===== src/hw/rtl/tse_pkg.sv =====
package tse_pkg;

    // Fixed field widths.
    localparam int CELL_W  = 10;
    localparam int FRAC_W  = 17;
    localparam int RATE_W  = 22;
    localparam int LEVEL_W = 8;
    localparam int QUOT_W  = 25;
    localparam int CNT_W   = 5;

    // At most this many result words are reported for one request word.
    localparam logic [CNT_W-1:0] MAX_RESULTS = 5'd16;

    // Wave lengths of the tone channels and of the noise channel (channel 3).
    localparam logic [31:0] TONE_LEN       = 32'd64;
    localparam logic [31:0] NOISE_WAVE_LEN = 32'd256;

    // x / 100 for any 32-bit x is (x * DIV100_MAGIC) >> DIV100_SHIFT.
    localparam logic [31:0] DIV100_MAGIC = 32'd1374389535;
    localparam int          DIV100_SHIFT = 37;

    localparam logic [RATE_W-1:0]  RATE_MAX    = 22'h3FFFFF;
    localparam logic [FRAC_W-1:0]  MIN_PERIOD  = 17'd256;
    localparam logic [LEVEL_W-1:0] DECAY_FLOOR = 8'd3;
    localparam logic [3:0]         SEMI_MAX    = 4'd11;
    localparam logic [3:0]         OCT_MAX     = 4'd9;
    localparam logic [3:0]         OCT_REF     = 4'd4;

    // Register reset values.
    localparam logic [15:0] ROW_PERIOD_RST = 16'd15360;
    localparam logic [7:0]  MUSIC_RST      = 8'd255;
    localparam logic [31:0] GAINS_RST      = 32'd303828760;
    localparam logic [31:0] DECAYS_RST     = 32'd3371888884;

    // Configuration register indexes.
    localparam logic [1:0] CFG_ROW_PERIOD = 2'd0;
    localparam logic [1:0] CFG_MUSIC      = 2'd1;
    localparam logic [1:0] CFG_GAINS      = 2'd2;
    localparam logic [1:0] CFG_DECAYS     = 2'd3;

    // Score entry kinds; anything else holds.
    localparam logic [1:0] KIND_OFF  = 2'd1;
    localparam logic [1:0] KIND_NOTE = 2'd2;

    typedef enum logic [1:0] {
        REQ_TICK  = 2'd0,
        REQ_PLAY  = 2'd1,
        REQ_STOP  = 2'd2,
        REQ_WRITE = 2'd3
    } req_t;

    typedef enum logic [1:0] {
        ACT_UPDATE  = 2'd0,
        ACT_SILENCE = 2'd1,
        ACT_START   = 2'd2
    } action_t;

    typedef enum logic [1:0] {
        EMIT_NONE,
        EMIT_DECAY,
        EMIT_SILENCE,
        EMIT_NOTE
    } emit_t;

    typedef enum logic [3:0] {
        ST_CLEAR,
        ST_IDLE,
        ST_DISPATCH,
        ST_DECAY,
        ST_ADVANCE,
        ST_ROW_CHECK,
        ST_ROW_READ,
        ST_CELL,
        ST_NOTE_DIV,
        ST_NOTE_EMIT,
        ST_STOP,
        ST_FLUSH
    } state_t;

    typedef struct packed {
        logic  load;
        logic  clear_step;
        logic  write_cell;
        logic  play_start;
        logic  stop_playing;
        logic  ch_first;
        logic  ch_next;
        logic  frac_add;
        logic  row_take;
        logic  row_advance;
        logic  row_read;
        logic  note_mul;
        logic  note_div;
        emit_t emit;
        logic  flush;
    } ctrl_cmd_t;

    typedef struct packed {
        logic       clear_last;
        req_t       req_type;
        logic       playing;
        logic       level_zero;
        logic       ch_last;
        logic       row_due;
        logic [1:0] cell_kind;
        logic       emit_ok;
    } dp_status_t;

    typedef struct packed {
        logic [1:0]         channel;
        action_t            action;
        logic [RATE_W-1:0]  rate;
        logic [LEVEL_W-1:0] level;
    } res_t;

    // Note frequency in centihertz for octave 4.
    function automatic logic [15:0] semitone_freq(input logic [3:0] semi);
        logic [15:0] f;
        case (semi)
            4'd0:    f = 16'd26163;
            4'd1:    f = 16'd27718;
            4'd2:    f = 16'd29366;
            4'd3:    f = 16'd31113;
            4'd4:    f = 16'd32963;
            4'd5:    f = 16'd34923;
            4'd6:    f = 16'd36999;
            4'd7:    f = 16'd39200;
            4'd8:    f = 16'd41530;
            4'd9:    f = 16'd44000;
            4'd10:   f = 16'd46616;
            default: f = 16'd49388;
        endcase
        return f;
    endfunction

endpackage


===== src/hw/rtl/tse_ctrl.sv =====
module tse_ctrl (
    input  logic                   clk,
    input  logic                   rst_n,
    input  logic                   req_valid,
    output logic                   req_ready,
    input  tse_pkg::dp_status_t    status,
    output tse_pkg::ctrl_cmd_t     cmd
);

    tse_pkg::state_t state_reg;
    tse_pkg::state_t state_next;

    // Where to go once the current channel of a row is done.
    tse_pkg::state_t row_step_state;
    assign row_step_state = status.ch_last ? tse_pkg::ST_ROW_CHECK : tse_pkg::ST_ROW_READ;

    always_ff @(posedge clk or negedge rst_n)
    begin
        if (!rst_n)
        begin
            state_reg <= tse_pkg::ST_CLEAR;
        end
        else
        begin
            state_reg <= state_next;
        end
    end

    always_comb
    begin
        state_next = state_reg;
        case (state_reg)
            tse_pkg::ST_CLEAR:
            begin
                if (status.clear_last)
                begin
                    state_next = tse_pkg::ST_IDLE;
                end
            end
            tse_pkg::ST_IDLE:
            begin
                if (req_valid)
                begin
                    state_next = tse_pkg::ST_DISPATCH;
                end
            end
            tse_pkg::ST_DISPATCH:
            begin
                case (status.req_type)
                    tse_pkg::REQ_TICK: state_next = tse_pkg::ST_DECAY;
                    tse_pkg::REQ_STOP: state_next = tse_pkg::ST_STOP;
                    default:           state_next = tse_pkg::ST_IDLE;
                endcase
            end
            tse_pkg::ST_DECAY:
            begin
                if ((status.level_zero || status.emit_ok) && status.ch_last)
                begin
                    state_next = tse_pkg::ST_ADVANCE;
                end
            end
            tse_pkg::ST_ADVANCE:
            begin
                state_next = status.playing ? tse_pkg::ST_ROW_CHECK : tse_pkg::ST_FLUSH;
            end
            tse_pkg::ST_ROW_CHECK:
            begin
                state_next = status.row_due ? tse_pkg::ST_ROW_READ : tse_pkg::ST_FLUSH;
            end
            tse_pkg::ST_ROW_READ:
            begin
                state_next = tse_pkg::ST_CELL;
            end
            tse_pkg::ST_CELL:
            begin
                case (status.cell_kind)
                    tse_pkg::KIND_NOTE:
                    begin
                        state_next = tse_pkg::ST_NOTE_DIV;
                    end
                    tse_pkg::KIND_OFF:
                    begin
                        if (status.emit_ok)
                        begin
                            state_next = row_step_state;
                        end
                    end
                    default:
                    begin
                        state_next = row_step_state;
                    end
                endcase
            end
            tse_pkg::ST_NOTE_DIV:
            begin
                state_next = tse_pkg::ST_NOTE_EMIT;
            end
            tse_pkg::ST_NOTE_EMIT:
            begin
                if (status.emit_ok)
                begin
                    state_next = row_step_state;
                end
            end
            tse_pkg::ST_STOP:
            begin
                if (status.emit_ok && status.ch_last)
                begin
                    state_next = tse_pkg::ST_FLUSH;
                end
            end
            tse_pkg::ST_FLUSH:
            begin
                if (status.emit_ok)
                begin
                    state_next = tse_pkg::ST_IDLE;
                end
            end
            default:
            begin
                state_next = tse_pkg::ST_IDLE;
            end
        endcase
    end

    always_comb
    begin
        cmd       = '0;
        req_ready = 1'b0;
        case (state_reg)
            tse_pkg::ST_CLEAR:
            begin
                cmd.clear_step = 1'b1;
            end
            tse_pkg::ST_IDLE:
            begin
                req_ready = 1'b1;
                cmd.load  = req_valid;
            end
            tse_pkg::ST_DISPATCH:
            begin
                case (status.req_type)
                    tse_pkg::REQ_TICK:
                    begin
                        cmd.ch_first = 1'b1;
                    end
                    tse_pkg::REQ_PLAY:
                    begin
                        cmd.play_start = 1'b1;
                    end
                    tse_pkg::REQ_STOP:
                    begin
                        cmd.stop_playing = 1'b1;
                        cmd.ch_first     = 1'b1;
                    end
                    default:
                    begin
                        cmd.write_cell = 1'b1;
                    end
                endcase
            end
            tse_pkg::ST_DECAY:
            begin
                if (status.level_zero)
                begin
                    cmd.ch_next = !status.ch_last;
                end
                else if (status.emit_ok)
                begin
                    cmd.emit    = tse_pkg::EMIT_DECAY;
                    cmd.ch_next = !status.ch_last;
                end
            end
            tse_pkg::ST_ADVANCE:
            begin
                cmd.frac_add = status.playing;
            end
            tse_pkg::ST_ROW_CHECK:
            begin
                if (status.row_due)
                begin
                    cmd.row_take = 1'b1;
                    cmd.ch_first = 1'b1;
                end
            end
            tse_pkg::ST_ROW_READ:
            begin
                cmd.row_read = 1'b1;
            end
            tse_pkg::ST_CELL:
            begin
                case (status.cell_kind)
                    tse_pkg::KIND_NOTE:
                    begin
                        cmd.note_mul = 1'b1;
                    end
                    tse_pkg::KIND_OFF:
                    begin
                        if (status.emit_ok)
                        begin
                            cmd.emit        = tse_pkg::EMIT_SILENCE;
                            cmd.ch_next     = !status.ch_last;
                            cmd.row_advance = status.ch_last;
                        end
                    end
                    default:
                    begin
                        cmd.ch_next     = !status.ch_last;
                        cmd.row_advance = status.ch_last;
                    end
                endcase
            end
            tse_pkg::ST_NOTE_DIV:
            begin
                cmd.note_div = 1'b1;
            end
            tse_pkg::ST_NOTE_EMIT:
            begin
                if (status.emit_ok)
                begin
                    cmd.emit        = tse_pkg::EMIT_NOTE;
                    cmd.ch_next     = !status.ch_last;
                    cmd.row_advance = status.ch_last;
                end
            end
            tse_pkg::ST_STOP:
            begin
                if (status.emit_ok)
                begin
                    cmd.emit    = tse_pkg::EMIT_SILENCE;
                    cmd.ch_next = !status.ch_last;
                end
            end
            tse_pkg::ST_FLUSH:
            begin
                cmd.flush = status.emit_ok;
            end
            default:
            begin
                cmd = '0;
            end
        endcase
    end

endmodule


===== config.mk =====
export PLATFORM = sky130hd
export DESIGN_NAME = tse_ctrl
export DESIGN_NICKNAME = d
export VERILOG_FILES = /design/src/hw/rtl/tse_pkg.sv /design/src/hw/rtl/tse_ctrl.sv
export SDC_FILE = /design/constraint.sdc
export NUM_CORES = 1
export LEC_CHECK = 0
export BUFFER_PORTS_ARGS = -buffer_cell sky130_fd_sc_hd__buf_2
export CAP_MARGIN = 25
export CORE_MARGIN = 2
export CORE_UTILIZATION = 44
export CTS_CLUSTER_SIZE = 25
export DETAILED_ROUTE_END_ITERATION = 10
export GPL_TIMING_DRIVEN = 0
export PLACE_DENSITY = 0.83
export SETUP_SLACK_MARGIN = 0.3
export SKIP_LAST_GASP = 1
export SYNTH_ARGS = -nofsm -noshare
export SYNTH_HDL_FRONTEND = slang
export SYNTH_SLANG_ARGS = --single-unit

===== constraint.sdc =====
create_clock -name clk -period 1.7 [get_ports clk]
set_clock_uncertainty 0.2 [all_clocks]
set_input_delay 0.255 -clock clk [delete_from_list [all_inputs] [get_ports clk]]
set_output_delay 0.255 -clock clk [all_outputs]
set_load 0.02 [all_outputs]

==> results of run 1 <==
## Yosys cell counts, drive strengths merged, types with 2 or more instances
master,number,area [um^2]
nand2b,9,56.30
a22oi,2,15.01
and3b,2,17.52
nand4b,2,23.77
inv,4,15.01
and2,3,21.27
dfrtp,4,100.1
nor2b,4,25.02
o32a,2,20.02
mux2i,2,20.02
o21ai,9,45.04
ha,2,25.02
nor2,8,30.03
nor4bb,2,20.02
a21oi,10,50.05
a32oi,2,25.03
nand3,3,15.01
nor3,6,30.03
nand2,8,30.03
a21o,2,15.01
and3,3,18.77
buf,10,73.81
nor3b,2,15.01
a211oi,2,20.02
## cells by family after synthesis
logic type,count (synthesis)
multiplexers,2
adder cells (fa/ha/maj),2
flip-flops,4
buffers and inverters,14
AND/OR/NAND/NOR,59
AO/OA/AOI/OAI,35
XOR/XNOR,2
## per-stage QoR
step           hold slack [ns]  instances  worst slack [ns]  utilization [%]
4_1_cts                 0.1509        195           -0.3638            86.46
3_5_place_dp           -0.1346        172           -0.2970            67.23
3_3_place_gp           -0.1418        172           -0.2665            67.23
2_1_floorplan          -0.2406        118           -0.1393                -
## repair_timing
item | in CTS
pin swaps | 19
hold buffers | 1
setup endpoints to repair | 21
endpoints found under the hold margin | 4
resized for setup | 46
setup buffers | 19
==> flow_summary_export.csv, run 1 <==
group,metric,value,unit
run_status,outcome,"aborted with a tool error",
run_status,haltStage,"5_1_grt",
run_status,firstError,"[ERROR DPL-0033] detailed placement checks failed during check placement.",
floorplan,die_y,48.01,um
logic_synthesis,ys_async_sr_fraction,100.0,%
floorplan,floorplan.rows,15,
logic_synthesis,synth_edf_count,0,
placed_design,gp_congestion,0.8734,
floorplan,fp.dieW,48.01,um
logic_synthesis,seq_area_frac_synth,11.75,%
placed_design,hpwl,2037,um
logic_synthesis,syn_avg_cell_area,7.221,um^2
clocking,htree_levels,1,
clocking,clock-sinks,4,
placed_design,place_area,0.001199,mm^2
placed_design,port_buffers,29,
clocking,clk_path_buf_depth,2,
logic_synthesis,synth_xor_area_share,2.056,%
clocking,clockRootBuffer,"clkbuf_4",
timing,endpoint_type,"primary output",
floorplan,start_util,47.79,%
logic_synthesis,yosysWarnings,0,
logic_synthesis,netlist_instances,118,
logic_synthesis,synthDistinctLibCells,46,
grt,antenna_found_initial,0,
logic_synthesis,synth_ff_type,"dfrtp_1",
logic_synthesis,ys_seq_elements,4,
logic_synthesis,synth_fa_ha_area_share,2.937,%
logic_synthesis,synth_nets,133,
logic_synthesis,synth_compound_area_share,27.75,%
grt,grt_max_degree,11,
floorplan,io_pins,30,
logic_synthesis,synth_area,852.1,um^2
logic_synthesis,synth_mux_area_share,2.349,%
timing,worst_endpoint,"cmd[9]",
logic_synthesis,synth_top_family_by_area,"simple AND/OR/NAND/NOR gates",
logic_synthesis,synth-simple-area-share,42.73,%
clocking,numCtsBuffers,3,
==> run 2, diff against run 1 <==
--- a/config.mk
+++ b/config.mk
@@ -7,13 +7,11 @@
 export LEC_CHECK = 0
 export BUFFER_PORTS_ARGS = -buffer_cell sky130_fd_sc_hd__buf_2
 export CAP_MARGIN = 25
-export CORE_MARGIN = 2
-export CORE_UTILIZATION = 44
-export CTS_CLUSTER_SIZE = 25
+export CORE_AREA = 2 2 63 65
 export DETAILED_ROUTE_END_ITERATION = 10
+export DIE_AREA = 0 0 65 67
 export GPL_TIMING_DRIVEN = 0
-export PLACE_DENSITY = 0.83
-export SETUP_SLACK_MARGIN = 0.3
+export PLACE_DENSITY_LB_ADDON = 0.15
 export SKIP_LAST_GASP = 1
 export SYNTH_ARGS = -nofsm -noshare
 export SYNTH_HDL_FRONTEND = slang
==> constraint.sdc (replaced) <==
create_clock -name clk -period 2.21 [get_ports clk]
set_clock_uncertainty 0.2 [all_clocks]
set_input_delay 0.3315 -clock clk [delete_from_list [all_inputs] [get_ports clk]]
set_output_delay 0.3315 -clock clk [all_outputs]
set_load 0.02 [all_outputs]
==> run 2 against run 1 <==
Net effect:
- the run now ends clean
- synthesized area unchanged
- synthesized cell count unchanged
==> flow_summary_export.csv, run 2 <==
group,metric,value,unit
clocking,path_clk_slew,0.03,ns
timing,tightest_slew,0.4661,ns
placed_design,gp_congestion,0.8242,
cells_and_area,final_design_area_no_fill,0.001260,mm^2
logic_synthesis,synth_nets,133,
floorplan,io_pins,30,
grt,grt.total_usage,13.25,%
route,vias,1072,
clocking,clock-sinks,4,
setup_path,cp_slowest_stage_delay,0.41,ns
floorplan,coreArea,0.003606,mm^2
timing,max_freq,461.3,MHz
logic_synthesis,yosysTopAreaCellShare,11.75,%
route,drc,0,
cells_and_area,finalNetCount,179,
clocking,cts_tree,"built",
clocking,clk_path_buf_depth,2,
placed_design,dp_cells,195,
cells_and_area,layout_commonest_cell,"buf_2",
logic_synthesis,synth_ff_type,"dfrtp_1",
route,drtPass1Iterations,4,
cells_and_area,area.growth.synth_to_final,47.87,%
placed_design,port_buffers,29,
logic_synthesis,synth_edf_count,0,
route,wl_per_cell,13.98,um
clocking,numCtsBuffers,3,
floorplan,fp.dieW,65,um
setup_path,cp.arrival,1.64,ns
grt,grt_max_degree,11,
floorplan,die_y,67,um
grt,antenna_found_initial,0,
logic_synthesis,yosys.area.top_type,"dfrtp_1",
flow_run,drv_cap,0,
cells_and_area,final_cells,210,
setup_path,path_class,"register to primary output",
logic_synthesis,netlist_instances,118,
timing,drv_slew,0,
cells_and_area,largest_register_ffs,4,
logic_synthesis,syn_avg_cell_area,7.221,um^2
timing,setup_viol,0,
route,wl,2935,um
setup_path,critPathRequiredTime,1.68,ns
logic_synthesis,synthDistinctLibCells,46,
logic_synthesis,synth_area,852.1,um^2
logic_synthesis,yosysWarnings,0,
timing,hold_viol,0,
floorplan,design.die.area,0.004355,mm^2
clocking,insertion_delay,0.21,ns
logic_synthesis,ys_seq_elements,4,
timing,relSlewSlack,68.53,%
run_status,outcome,"finished, final reports clean",
setup_path,startpoint_type,"register",
logic_synthesis,synth_common_cells,"10 x a21oi_1, 9 x nand2b_1, 8 x nand2_1, 8 x nor2_1, 8 x o21ai_0",
grt,grt_overflow_total,0,
setup_path,cp_slowest_cell,"dfrtp_1",
placed_design,hpwl,2176,um
logic_synthesis,seq_area_frac_synth,11.75,%
route,detail-route-antenna-nets,0,
cells_and_area,drive_above_1_share,39.51,%
power,irDropWorstVdd,0.4519,mV
min_path,min_path_type,"primary input to asynchronous set/reset pin",
cells_and_area,num-fill-cells,403,
power,p_leak,0.5751,nW
power,p_per_area,1299,mW/mm^2
logic_synthesis,ys_async_sr_fraction,100.0,%
logic_synthesis,synthTopCellsByArea,"dfrtp_1 12%, nand2b_1 6.6%, a21oi_1 5.9%",
logic_synthesis,yosysMostFrequentCell,"a21oi_1",
route,first_iter_violations,75,
floorplan,start_util,23.63,%
timing,period_needed,2.168,ns
clocking,clockRootBuffer,"clkbuf_8",
cells_and_area,mostFrequentLayoutCells,"30 x buf_2, 13 x buf_4, 10 x a21oi_1",
setup_path,worst_setup_path_end_kind,"primary output",
clocking,htree_levels,1,
setup_path,cp_max_fo,10,
grt,grt_pass1_vias,988,
placed_design,place_area,0.001057,mm^2
route,via_per_inst,5.105,
setup_path,cp_cell_sequence,"buf_6 -> buf_4 -> and3b_1 -> o21bai_1 -> a211oi_1 -> buf_2",
floorplan,floorplan.rows,22,
cells_and_area,diodes,0,
timing,period_share,98.08,%
grt,grt_pass1_wl,4547,um
## run 2: kinds of logic after synthesis
kind of cell               synth area share (%)
DFF                                       11.75
AOI/OAI and AO/OA                         27.75
and+or+nand+nor                           42.73
adders and majority gates                 2.936
buffers and inverters                     10.42
xor gates and xnor gates                  2.056
muxes                                     2.350
## run 2: power breakdown
group          internal (mW)  leakage [nW]  switching (mW)  total [mW]
registers              0.112        0.0507          0.0290       0.141
logic                  0.633         0.503           0.712        1.34
clock network          0.116        0.0216          0.0351       0.151
## run 2: final cells by class
class,count,area [um^2],share of cell area (%)
multi-input cells,100,689.4,54.72
inverters,4,15.01,1.192
plain buffers,9,91.34,7.249
well taps,48,60.06,4.767
repair buffers,42,261.5,20.75
clock buffers,3,41.29,3.277
flip-flops and latches,4,101.3,8.044
## run 2: repair_timing
| action | in CTS | in global routing |
|---|---|---|
| setup endpoints to repair | 1 | 2 |
| hold buffers | 1 | 0 |
| resized for setup | 10 | 7 |
| pin swaps | 1 | 4 |
| buffers inserted | 6 | 6 |
| endpoints found under the hold margin | 4 | 0 |
## run 2: layer usage
metal | track usage, % | part of all wire [%] | vias to the layer above
li1 | - | - | 524
met1 | 17.14 | 43 | 513
met2 | 23.45 | 51 | 33
met3 | 0.8446 | 4.8 | 2
met4 | 3.989 | 0.61 | 0
met5 | 0 | 0 | -
## run 2: stage by stage
step | TNS (ns) | util [%] | total power [mW] | worst slack, ns | hold slack, ns
final | 0 | 34.94 | 1.637 | 0.04241 | 0.2492
after CTS | 0 | 32.65 | 1.507 | 0.001022 | 0.2453
after global routing | -0.005863 | 34.94 | 1.751 | -0.005863 | 0.2695
after floorplan | 0 | - | 0.9567 | 0.1128 | -0.1641
after global placement | 0 | 29.32 | 1.241 | 0.06372 | -0.06531
after detailed placement | 0 | 29.32 | 1.223 | 0.08845 | -0.06179
## run 2: path summary, 6_finish.rpt
path,from,end,slack [ns],cells after the start
setup / recovery,state_reg[3]$_DFFE_PN0P_,cmd[9],0.04,6
hold / removal,rst_n,state_reg[3]$_DFFE_PN0P_,0.25,2
setup reg to reg,state_reg[1]$_DFFE_PN0P_,state_reg[0]$_DFFE_PN0P_,0.33,6
hold reg to reg,state_reg[0]$_DFFE_PN0P_,state_reg[3]$_DFFE_PN0P_,0.63,4
max in group asynchronous,rst_n,state_reg[0]$_DFFE_PN0P_,1.44,2
min in group clk,status[3],state_reg[2]$_DFFE_PN0P_,0.39,4
## run 2: critical path, delay by kind of cell, from the launching register on
family	cells	cell delay (ns)
buffers and inverters	3	0.51
and+or+nand+nor	1	0.21
AOI/OAI and AO/OA	2	0.28
DFF	1	0.41
No activity file was read; power rests on OpenSTA's default activity.
==> run 3, diff against run 2 <==
--- a/config.mk
+++ b/config.mk
@@ -11,7 +11,6 @@
 export DETAILED_ROUTE_END_ITERATION = 10
 export DIE_AREA = 0 0 65 67
 export GPL_TIMING_DRIVEN = 0
-export PLACE_DENSITY_LB_ADDON = 0.15
 export SKIP_LAST_GASP = 1
 export SYNTH_ARGS = -nofsm -noshare
 export SYNTH_HDL_FRONTEND = slang
==> run 3 against run 2 <==
Net effect:
- cell count shrank 2.4%
- non-clock buffer count shrank 5
- die area is the same
- first-iteration DRC count shrank 20%
- critical path depth grew 1
- maximum frequency shrank 1.2%
- flip-flop and latch count is the same
- hold slack gained 0.00088 ns
- clock power is essentially flat
- clock-buffer cell count is the same
- design area shrank 3.0%
==> flow_summary_export.csv, run 3 (synthesis gave the netlist of run 2 again) <==
group,metric,value,unit
clocking,path_clk_slew,0.03,ns
setup_path,critPathRequiredTime,1.68,ns
setup_path,cp_slowest_stage_delay,0.37,ns
route,drtPass1Iterations,4,
cells_and_area,diodes,0,
placed_design,gp_congestion,0.9070,
clocking,numCtsBuffers,3,
route,wl_per_cell,13.96,um
clocking,clockRootBuffer,"clkbuf_8",
route,drc,0,
timing,tightest_slew,0.3985,ns
clocking,clk_path_buf_depth,2,
run_status,outcome,"finished, final reports clean",
setup_path,crit_family,"compound AO/OA/AOI/OAI gates",
floorplan,io_pins,30,
power,p_per_area,1279,mW/mm^2
cells_and_area,num-fill-cells,392,
grt,grt_max_degree,11,
placed_design,port_buffers,29,
timing,relSlewSlack,73.10,%
floorplan,die_y,67,um
setup_path,crit_top_cell,"a211oi_2",
power,p_leak,0.5500,nW
route,wl,2862,um
timing,tns,0,ns
floorplan,floorplan.rows,22,
route,first_iter_violations,60,
grt,grt.total_usage,12.51,%
route,vias,1090,
clocking,insertion_delay,0.21,ns
route,detail-route-antenna-nets,0,
cells_and_area,multi_input_area,700.7,um^2
grt,grt_pass1_vias,924,
timing,period_share,99.30,%
timing,period_needed,2.194,ns
cells_and_area,area.growth.synth_to_final,43.47,%
setup_path,cp_slowest_cell,"dfrtp_2",
placed_design,dp_cells,195,
grt,grt_pass1_wl,4298,um
flow_run,drv_cap,0,
timing,max_freq,455.7,MHz
clocking,cts_tree,"built",
power,irDropWorstVdd,0.4894,mV
clocking,clock-sinks,4,
grt,antenna_found_initial,0,
cells_and_area,finalNetCount,174,
floorplan,coreArea,0.003606,mm^2
floorplan,start_util,23.63,%
setup_path,path_class,"register to primary output",
timing,setup_viol,0,
setup_path,cp.arrival,1.66,ns
cells_and_area,largest_register_ffs,4,
cells_and_area,area.sequential,101.3,um^2
setup_path,cp_max_fo,10,
timing,rsz0062_at_grt,"true",
cells_and_area,final_cells,205,
timing,hold_viol,0,
setup_path,cp_cell_sequence,"buf_6 -> buf_8 -> a21oi_1 -> a211oi_2 -> o21bai_1 -> a211oi_2 -> buf_4",
grt,grt_overflow_total,0,
placed_design,hpwl,2071,um
cells_and_area,layout_commonest_cell,"buf_2",
floorplan,fp.dieW,65,um
cells_and_area,mostFrequentLayoutCells,"28 x buf_2, 11 x buf_4, 10 x a21oi_1",
min_path,min_path_type,"primary input to asynchronous set/reset pin",
setup_path,rrSetupSlack,0.19,ns
cells_and_area,drive_above_1_share,39.49,%
setup_path,startpoint_type,"register",
floorplan,design.die.area,0.004355,mm^2
clocking,htree_levels,1,
setup_path,worst_setup_path_end_kind,"primary output",
timing,drv_slew,0,
route,via_per_inst,5.317,
setup_path,critPathBufInv,3,
==> run 3: path summary, 6_finish.rpt <==
kind / startpoint / to / cells after the start
setup reg to reg: state_reg[1]$_DFFE_PN0P_ / state_reg[0]$_DFFE_PN0P_ / 6
max in group asynchronous: rst_n / state_reg[0]$_DFFE_PN0P_ / 2
setup / recovery: state_reg[0]$_DFFE_PN0P_ / cmd[9] / 7
hold / removal: rst_n / state_reg[1]$_DFFE_PN0P_ / 2
min in group clk: status[3] / state_reg[2]$_DFFE_PN0P_ / 4
hold reg to reg: state_reg[0]$_DFFE_PN0P_ / state_reg[3]$_DFFE_PN0P_ / 4
==> run 3: through the flow <==
stage	cell area, um^2	hold slack [ns]	utilization, %	setup slack, ns	power (mW)
CTS	1185	0.2460	32.86	0.002563	1.505
global placement	1057	-0.06225	29.32	0.05560	1.224
finish	1222	0.2500	33.90	0.01555	1.563
floorplan	852.1	-0.1641	-	0.1128	0.9567
global route	1222	0.2677	33.90	-0.06943	1.672
detailed placement	1057	-0.05967	29.32	0.06457	1.220
==> run 3: layer usage <==
metal,track usage (%),vias up,routed length [um]
li1,-,517,-
met1,15.86,519,1186
met2,21.78,52,1473
met3,1.520,2,184
met4,4.255,0,18
met5,0,-,0
==> run 3: final cells by class <==
type                       instances  share of cell area, %
buffer                             9                  7.165
clock buffer                       3                  3.378
inverter                           4                  1.228
multi-input combinational        100                  57.32
sequential                         4                  8.291
tap                               48                  4.913
timing repair buffer              37                  17.71
==> run 3: timing repair <==
action | CTS | global route
setup endpoints to repair | 2 | 5
hold buffers | 1 | 0
endpoints found under the hold margin | 4 | 0
buffers inserted | 7 | 0
resized for setup | 10 | 8
pin swaps | 1 | 1
==> run 3: report_power, final <==
group          leakage (nW)  switching [mW]  internal (mW)  total, mW
Clock                0.0216          0.0354          0.116      0.151
Combinational         0.478           0.714          0.558       1.27
Sequential           0.0507          0.0276          0.112      0.140
